$ cat config.mk
export PLATFORM = sky130hd
export DESIGN_NAME = mrop_fx_unit
export DESIGN_NICKNAME = d
export VERILOG_FILES = /design/src/hdl/mrop_pkg.sv /design/src/hdl/mrop_fx_unit.sv
export SDC_FILE = /design/constraint.sdc
export NUM_CORES = 2
export LEC_CHECK = 0
export ABC_AREA = 1
export BUFFER_PORTS_ARGS = -buffer_cell sky130_fd_sc_hd__buf_2
export CAP_MARGIN = 10
export CORE_MARGIN = 2
export CORE_UTILIZATION = 55
export CTS_BUF_LIST = sky130_fd_sc_hd__clkbuf_16
export DETAILED_ROUTE_END_ITERATION = 8
export GPL_TIMING_DRIVEN = 0
export PLACE_DENSITY = 0.72
export SLEW_MARGIN = 10
export SYNTH_ARGS = -nofsm -noshare
export SYNTH_HDL_FRONTEND = slang
export SYNTH_SLANG_ARGS = --single-unit
$ cat constraint.sdc
create_clock -name clock -period 17.9 [get_ports clock]
set_input_delay 0.895 -clock clock [delete_from_list [all_inputs] [get_ports clock]]
set_output_delay 0.895 -clock clock [all_outputs]
set_load 0.01 [all_outputs]
$ cat src/hdl/mrop_pkg.sv
// ----------------------------------------------------------------------------
// mrop_pkg
// Shared types, codes and defaults of the matrix row operation engine.
// ----------------------------------------------------------------------------
package mrop_pkg;

   localparam int MAX_DIM_DEFAULT   = 16;
   localparam int FRAC_BITS_DEFAULT = 16;

   localparam int OP_W       = 3;
   localparam int IDX_W      = 5;
   localparam int DATA_W     = 32;
   localparam int CFG_W      = 5;
   localparam int CSR_ADDR_W = 4;

   // operation codes
   localparam logic [OP_W-1:0] OP_WRITE_ELEM = 3'd0;
   localparam logic [OP_W-1:0] OP_READ_ELEM  = 3'd1;
   localparam logic [OP_W-1:0] OP_SWAP_ROWS  = 3'd2;
   localparam logic [OP_W-1:0] OP_SCALE_ROW  = 3'd3;
   localparam logic [OP_W-1:0] OP_SUB_ROW    = 3'd4;

   // register indexes
   localparam logic [CSR_ADDR_W-1:0] CSR_ROWS_IN_USE = 4'd0;
   localparam logic [CSR_ADDR_W-1:0] CSR_COLS_IN_USE = 4'd1;

   typedef struct packed {
      logic [OP_W-1:0]          op;
      logic [IDX_W-1:0]         first_row;
      logic [IDX_W-1:0]         second_index;
      logic signed [DATA_W-1:0] value;
   } req_payload_type;

   typedef struct packed {
      logic signed [DATA_W-1:0] read_data;
      logic                     index_error;
      logic                     saturated;
   } rsp_payload_type;

   typedef struct packed {
      logic [CSR_ADDR_W-1:0] index;
      logic [DATA_W-1:0]     wdata;
   } csr_payload_type;

   // control of the fixed-point unit
   typedef struct packed {
      logic load;      // capture a product this cycle
      logic subtract;  // row subtract rather than row scale
   } fx_ctrl_type;

endpackage

$ cat src/hdl/mrop_fx_unit.sv
// ----------------------------------------------------------------------------
// mrop_fx_unit
// Registered Q-format multiply, floor shift, optional subtract, saturation.
// ----------------------------------------------------------------------------
module mrop_fx_unit #(
   parameter int FRAC_BITS = mrop_pkg::FRAC_BITS_DEFAULT
) (
   input  logic                        clock,
   input  mrop_pkg::fx_ctrl_type       ctrl,
   input  logic signed [31:0]          operand,
   input  logic signed [31:0]          multiplier,
   input  logic signed [31:0]          dst,
   output logic signed [31:0]          result,
   output logic                        clipped
);
   import mrop_pkg::*;

   logic signed [63:0] prod_in;
   logic signed [63:0] prod_ff;
   logic               sub_ff;
   logic signed [63:0] quot;
   logic signed [63:0] diff;
   logic               in_range;

   assign prod_in = operand * multiplier;

   always_ff @(posedge clock) begin
      if (ctrl.load) begin
         prod_ff <= prod_in;
         sub_ff  <= ctrl.subtract;
      end
   end

   // arithmetic shift drops low bits: floor toward minus infinity
   assign quot = prod_ff >>> FRAC_BITS;
   assign diff = sub_ff ? ({{32{dst[31]}}, dst} - quot) : quot;

   assign in_range = (&diff[63:31]) | ~(|diff[63:31]);
   assign result   = in_range ? diff[31:0]
                              : (diff[63] ? 32'sh8000_0000 : 32'sh7fff_ffff);
   assign clipped  = ~in_range;

endmodule

# Word level (Yosys, flattened, before mapping)

Index checks and enable logic that the tools add are counted.

Add/sub/neg operators: 1
Multipliers: 1
Multiplexer cells: 3
Bitwise gates (word level): 3
Reductions and logical operators: 2

Operators with widths:

| kind                                           | number |
|---|---|
| 32-bit by 32-bit multiplier with 64-bit output | 1 |
| 32-bit two-way mux                             | 2 |
| 64-bit two-way mux                             | 1 |
| 32-bit by 48-bit subtractor with 49-bit output | 1 |
| 33-bit AND reduction                           | 1 |
| 33-bit OR reduction                            | 1 |
| 1-bit inverter                                 | 2 |
| 1-bit bitwise OR                               | 1 |

Register bits: 65
Input port bits: 99
Output and inout port bits: 33
Word-level logic and storage cells: 12

# Longest topological paths before layout

Word-level depth: 6
Depth in mapped cells: 31
Depth with buffers taken out: 30

# Worst setup path after synthesis

Ideal clock, no wire load.

Path type: input -> register
From: in operand[31]
To: reg prod_ff[59], data pin
Setup time: 259 ps
Arrival time: 7763 ps
Data required time: 17641 ps
Setup slack: 9878 ps
Stages: 24
Path buffers: 1
Cells stage by stage: clkbuf_1 > nand2_1 > inv_1 > fa_1 > fa_1 > fa_1 > inv_1 > fa_1 > inv_1 > fa_1 > fa_1 > inv_1 > fa_1 > fa_1 > inv_1 > ha_1 > a21oi_1 > o21a_1 > inv_1 > a21oi_1 > o21bai_1 > a221oi_1 > nand2_1 > xor2_1

Word-level cells in the longest chain between the ends: 1

Ends and longest elaborated chain:

| item                                           | line               | RTL |
|---|---|---|
| start, declared                                | mrop_fx_unit.sv:10 | `input logic signed [31:0] operand,` |
| 32-bit by 32-bit multiplier with 64-bit output | mrop_fx_unit.sv:25 | `assign prod_in = operand * multiplier;` |
| named net prod_in[59]                          | mrop_fx_unit.sv:18 | `logic signed [63:0] prod_in;` |
| end signal, assigned                           | mrop_fx_unit.sv:29 | `prod_ff <= prod_in;` |
| end, declared                                  | mrop_fx_unit.sv:19 | `logic signed [63:0] prod_ff;` |

The timed path passes the listed nets, and every way through them passes these cells.
A chain may end at the register's enable or synchronous reset.

# Worst setup path in the final report

From: in operand[31]
To: reg prod_ff[62], data pin

The elaborated chain is that of the path after synthesis.

==> flow_results.org <==
** Synthesis
- The synthesized design contains between 40 and 50 enable-type register cells.
- Number of warnings reported in the yosys synthesis log :: 0
- Synthesis produced a little under 6000 cells.
- Cells taking the most area after synthesis :: sky130_fd_sc_hd__fa_1 49%, sky130_fd_sc_hd__inv_1 16%, sky130_fd_sc_hd__nand2_1 14%
- Xor-xnor portion of the synthesized cell area :: 0.01446
- Mean instance size in the synthesized netlist :: 7.548 µm²
- Most common flop cell mapped by yosys :: sky130_fd_sc_hd__edfxtp_1
- The portion of synthesized area spent on multiplexers is 0.
- Of the post-synthesis cell area, the dominant cell type holds 0.4898.
- Compound-Gate Fraction of Synth Area :: 0.03769
- The share of the Yosys chip area taken by registers is 0.03327.
- After synthesis, the share of flip-flops with an asynchronous set or reset is 0.
- When the netlist entered floorplanning its net count stood at slightly above 7000.
- Adder-cell share of the synthesized area :: 0.5543
- Simple-gate share of the synthesized area :: 0.1831
- Yosys mapped the design onto 44 distinct sky130hd cell types.
- Area leader, netlist :: sky130_fd_sc_hd__fa_1
- Register bit count reported by yosys :: 49
- Post-Synthesis Cell Area :: between 40000 and 50000 µm²
- Combinational family with the most area after synthesis :: adder cells

** Drt
- The routed layout has just under 40000 vias.
- The first TritonRoute pass finished after 6 iterations.
- The final layout contains routed wiring with a total length of approximately 160000 µm.
- The first routing iteration left roughly 4400 violations.
- Final routed DRC violation total :: 0
- Drt wl/cell :: roughly 23 µm
- Routed via count divided by cell count :: 5.447
- Once detail routing completed, the nets flagged for antenna violations numbered 0.

** Place
- Post-Place Worst Slack :: approximately 8100 ps
- Count of buffers inserted at the top-level ports :: between 100 and 150
- GP Congestion :: around 1.1
- Detailed Place HPWL :: ~140000 µm

** Worst setup path
- The worst setup path is launched from an input pin.
- Tracing the worst setup path back leads to its startpoint at operand[31].
- STA puts the critical path data arrival time at ~9400 ps.
- The critical path is of the in2reg type.
- Type of destination of the critical path :: register
- STA puts the critical path data required time at between 15000 and 20000 ps.
- Along the worst path, the maximum fanout reaches 13.

** Cells and area
- In the layout the commonest cells are 1847 x sky130_fd_sc_hd__inv_1, 1661 x sky130_fd_sc_hd__nand2_1, 1081 x sky130_fd_sc_hd__fa_1.
- P&R area growth vs syn :: 4.807%
- Commonest non-fill, non-tap cell in the layout :: sky130_fd_sc_hd__inv_1
- After filler insertion, the fill cell instance count of the layout stands at 7475.
- Net count reported at finish :: approximately 7400
- Registers take between 1000 and 1500 µm².
- Proportion of layout cells with a drive suffix above 1 :: 0.03451
- Summing all multi-input logic gate instances after layout gives ~35000 µm².

** Clock tree
- Clock-pin slew was measured on the worst setup and hold paths at around 70 ps.
- Clock tree from TritonCTS :: done
- Number of clock sinks seen by CTS :: 49
- Once the clock tree was built, the setup fixing pass inserted 0 buffers.
- Maximum buffer depth of the clock tree :: 2
- In this run, post-CTS hold repair placed 0 buffers.
- Buffers inserted during clock tree synthesis total 5.
- The root buffer cell chosen for the clock tree is sky130_fd_sc_hd__clkbuf_16.
- After clock tree synthesis, the repair step resized 0 gates.
- The H-tree was split into 2 levels.

** Die
- Die outline width :: about 290 µm
- The core region is ~80000 µm².
- The floorplan step set the die height to 287.6 µm.
- Boundary Pins :: 132
- Row count :: between 100 and 150
- For this configuration, the core starts out at a cell density of 0.5580.
- The die covers 82690 µm².

** STA
- Max Clock Freq :: between 0.1 and 0.15 GHz
- Headroom to the max-slew limit came out at 0.08090.
- For the pin with the worst max-slew slack, the measured transition is between 1000 and 1500 ps.
- Of the available clock period, the critical path in the final layout requires 0.5212.
- RSZ-0062 raised after global routing :: no
- Setup violations remaining at the end of the flow were counted as 0.
- Once routing completed, OpenROAD measured the worst setup slack at 8571 ps.
- TNS Setup :: 0 ps
- The number of failing hold endpoints at the final stage is 0.
- Subtracting the final worst setup slack from the clock period gives ~9300 ps.
- The number of max-slew violations in the final report came to 0.

** Global route
- First-pass GRT wire length :: between 200000 and 250000 µm
- Entering global routing, the biggest net connects 50 pins.
- The initial antenna violation count was 4.
- The total overflow left after global routing is 0.
- All-Layer GR Usage :: 0.4125
- Number of global-route vias before repair :: between 30000 and 40000

** Run
- Across the run, the number of max-cap violations was 0.

** Worst hold path
- Class of the tightest hold or removal check :: in2reg
- Worst Min Path Start :: ctrl[0]

** Run status
- Outcome :: finished clean
cell usage after synthesis (11+ instances only):
master,count
sky130_fd_sc_hd__inv_1,1847
sky130_fd_sc_hd__nand2_1,1661
sky130_fd_sc_hd__fa_1,1082
sky130_fd_sc_hd__ha_1,228
sky130_fd_sc_hd__nor2_1,213
sky130_fd_sc_hd__clkbuf_1,199
sky130_fd_sc_hd__a21oi_1,147
sky130_fd_sc_hd__o21ai_0,94
sky130_fd_sc_hd__nand3_1,79
sky130_fd_sc_hd__edfxtp_1,49
sky130_fd_sc_hd__xor2_1,49
sky130_fd_sc_hd__nand4_1,28
sky130_fd_sc_hd__xnor2_1,24
sky130_fd_sc_hd__a31oi_1,21
sky130_fd_sc_hd__nor3_1,19
sky130_fd_sc_hd__nor2_2,16
sky130_fd_sc_hd__or2_2,12
sky130_fd_sc_hd__nand2_2,11
critical path, cell delays in order:
cell                       delay [ps]
sky130_fd_sc_hd__buf_2            140
sky130_fd_sc_hd__clkbuf_1         600
sky130_fd_sc_hd__nand2_1          200
sky130_fd_sc_hd__inv_1            170
sky130_fd_sc_hd__fa_1             460
sky130_fd_sc_hd__fa_1             500
sky130_fd_sc_hd__fa_2             860
sky130_fd_sc_hd__inv_1            130
sky130_fd_sc_hd__fa_1             780
sky130_fd_sc_hd__inv_1            460
sky130_fd_sc_hd__fa_1             640
sky130_fd_sc_hd__inv_1             60
sky130_fd_sc_hd__fa_1             560
sky130_fd_sc_hd__fa_1             530
sky130_fd_sc_hd__fa_1             540
sky130_fd_sc_hd__inv_1             40
sky130_fd_sc_hd__ha_1             400
sky130_fd_sc_hd__a21oi_1          180
sky130_fd_sc_hd__inv_1             70
sky130_fd_sc_hd__a31oi_1          150
sky130_fd_sc_hd__inv_1             70
sky130_fd_sc_hd__a21oi_1          250
sky130_fd_sc_hd__o221ai_1         170
sky130_fd_sc_hd__a21oi_1          130
sky130_fd_sc_hd__o21ai_0          160
sky130_fd_sc_hd__xor2_1           180
through the flow:
stage | util | instances | hold slack, ps | instance area (µm²)
after floorplan | - | 5859 | 993.9 | 44220
after global placement | 0.5828 | 7040 | 1072 | 46190
after detailed placement | 0.5828 | 7040 | 1081 | 46190
after CTS | 0.5847 | 7048 | 771.7 | 46340
after global routing | 0.5847 | 7048 | 769.3 | 46340
final | 0.5848 | 7051 | 774.9 | 46350
per-layer routing:
layer	global-route usage	vias up	wire (µm)
met2	0.6133	2384	69080
met5	0	-	0
met1	0.5495	18740	61790
met4	0.2540	0	13600
li1	-	16670	-
met3	0.09548	613	19910
registers in the layout, indices dropped and copies added, names as in the netlist:
name and count:
prod_ff 48, sub_ff 1
worst paths after layout:
path | depth (start not counted) | to | slack (ps)
worst max-delay path | 26 | prod_ff[62] | 8570
worst min-delay path | 1 | sub_ff | 770
cells by family (layout without fill, tap and decap cells):
group                    after synthesis  after routing
XOR/XNOR                              73             73
buffers and inverters               2065           2204
other                                  0              3
flip-flops                            49             49
AO/OA/AOI/OAI                        305            305
adder cells (fa/ha/maj)             1310           1310
AND/OR/NAND/NOR                     2057           2057
final cells by class:
cell class | instances | area share
multi-input combinational | 3745 | 0.7534
inverter | 1855 | 0.1502
sequential | 49 | 0.03175
tap | 1050 | 0.02835
buffer | 210 | 0.01879
timing repair buffer | 131 | 0.01415
clock buffer | 5 | 0.002700
clock inverter | 3 | 0.0004589
antenna | 3 | 0.0001620
Power is left out: the tool's default activity adds up to more than one toggle a clock period on the data nets, which glitch-free logic cannot reach.
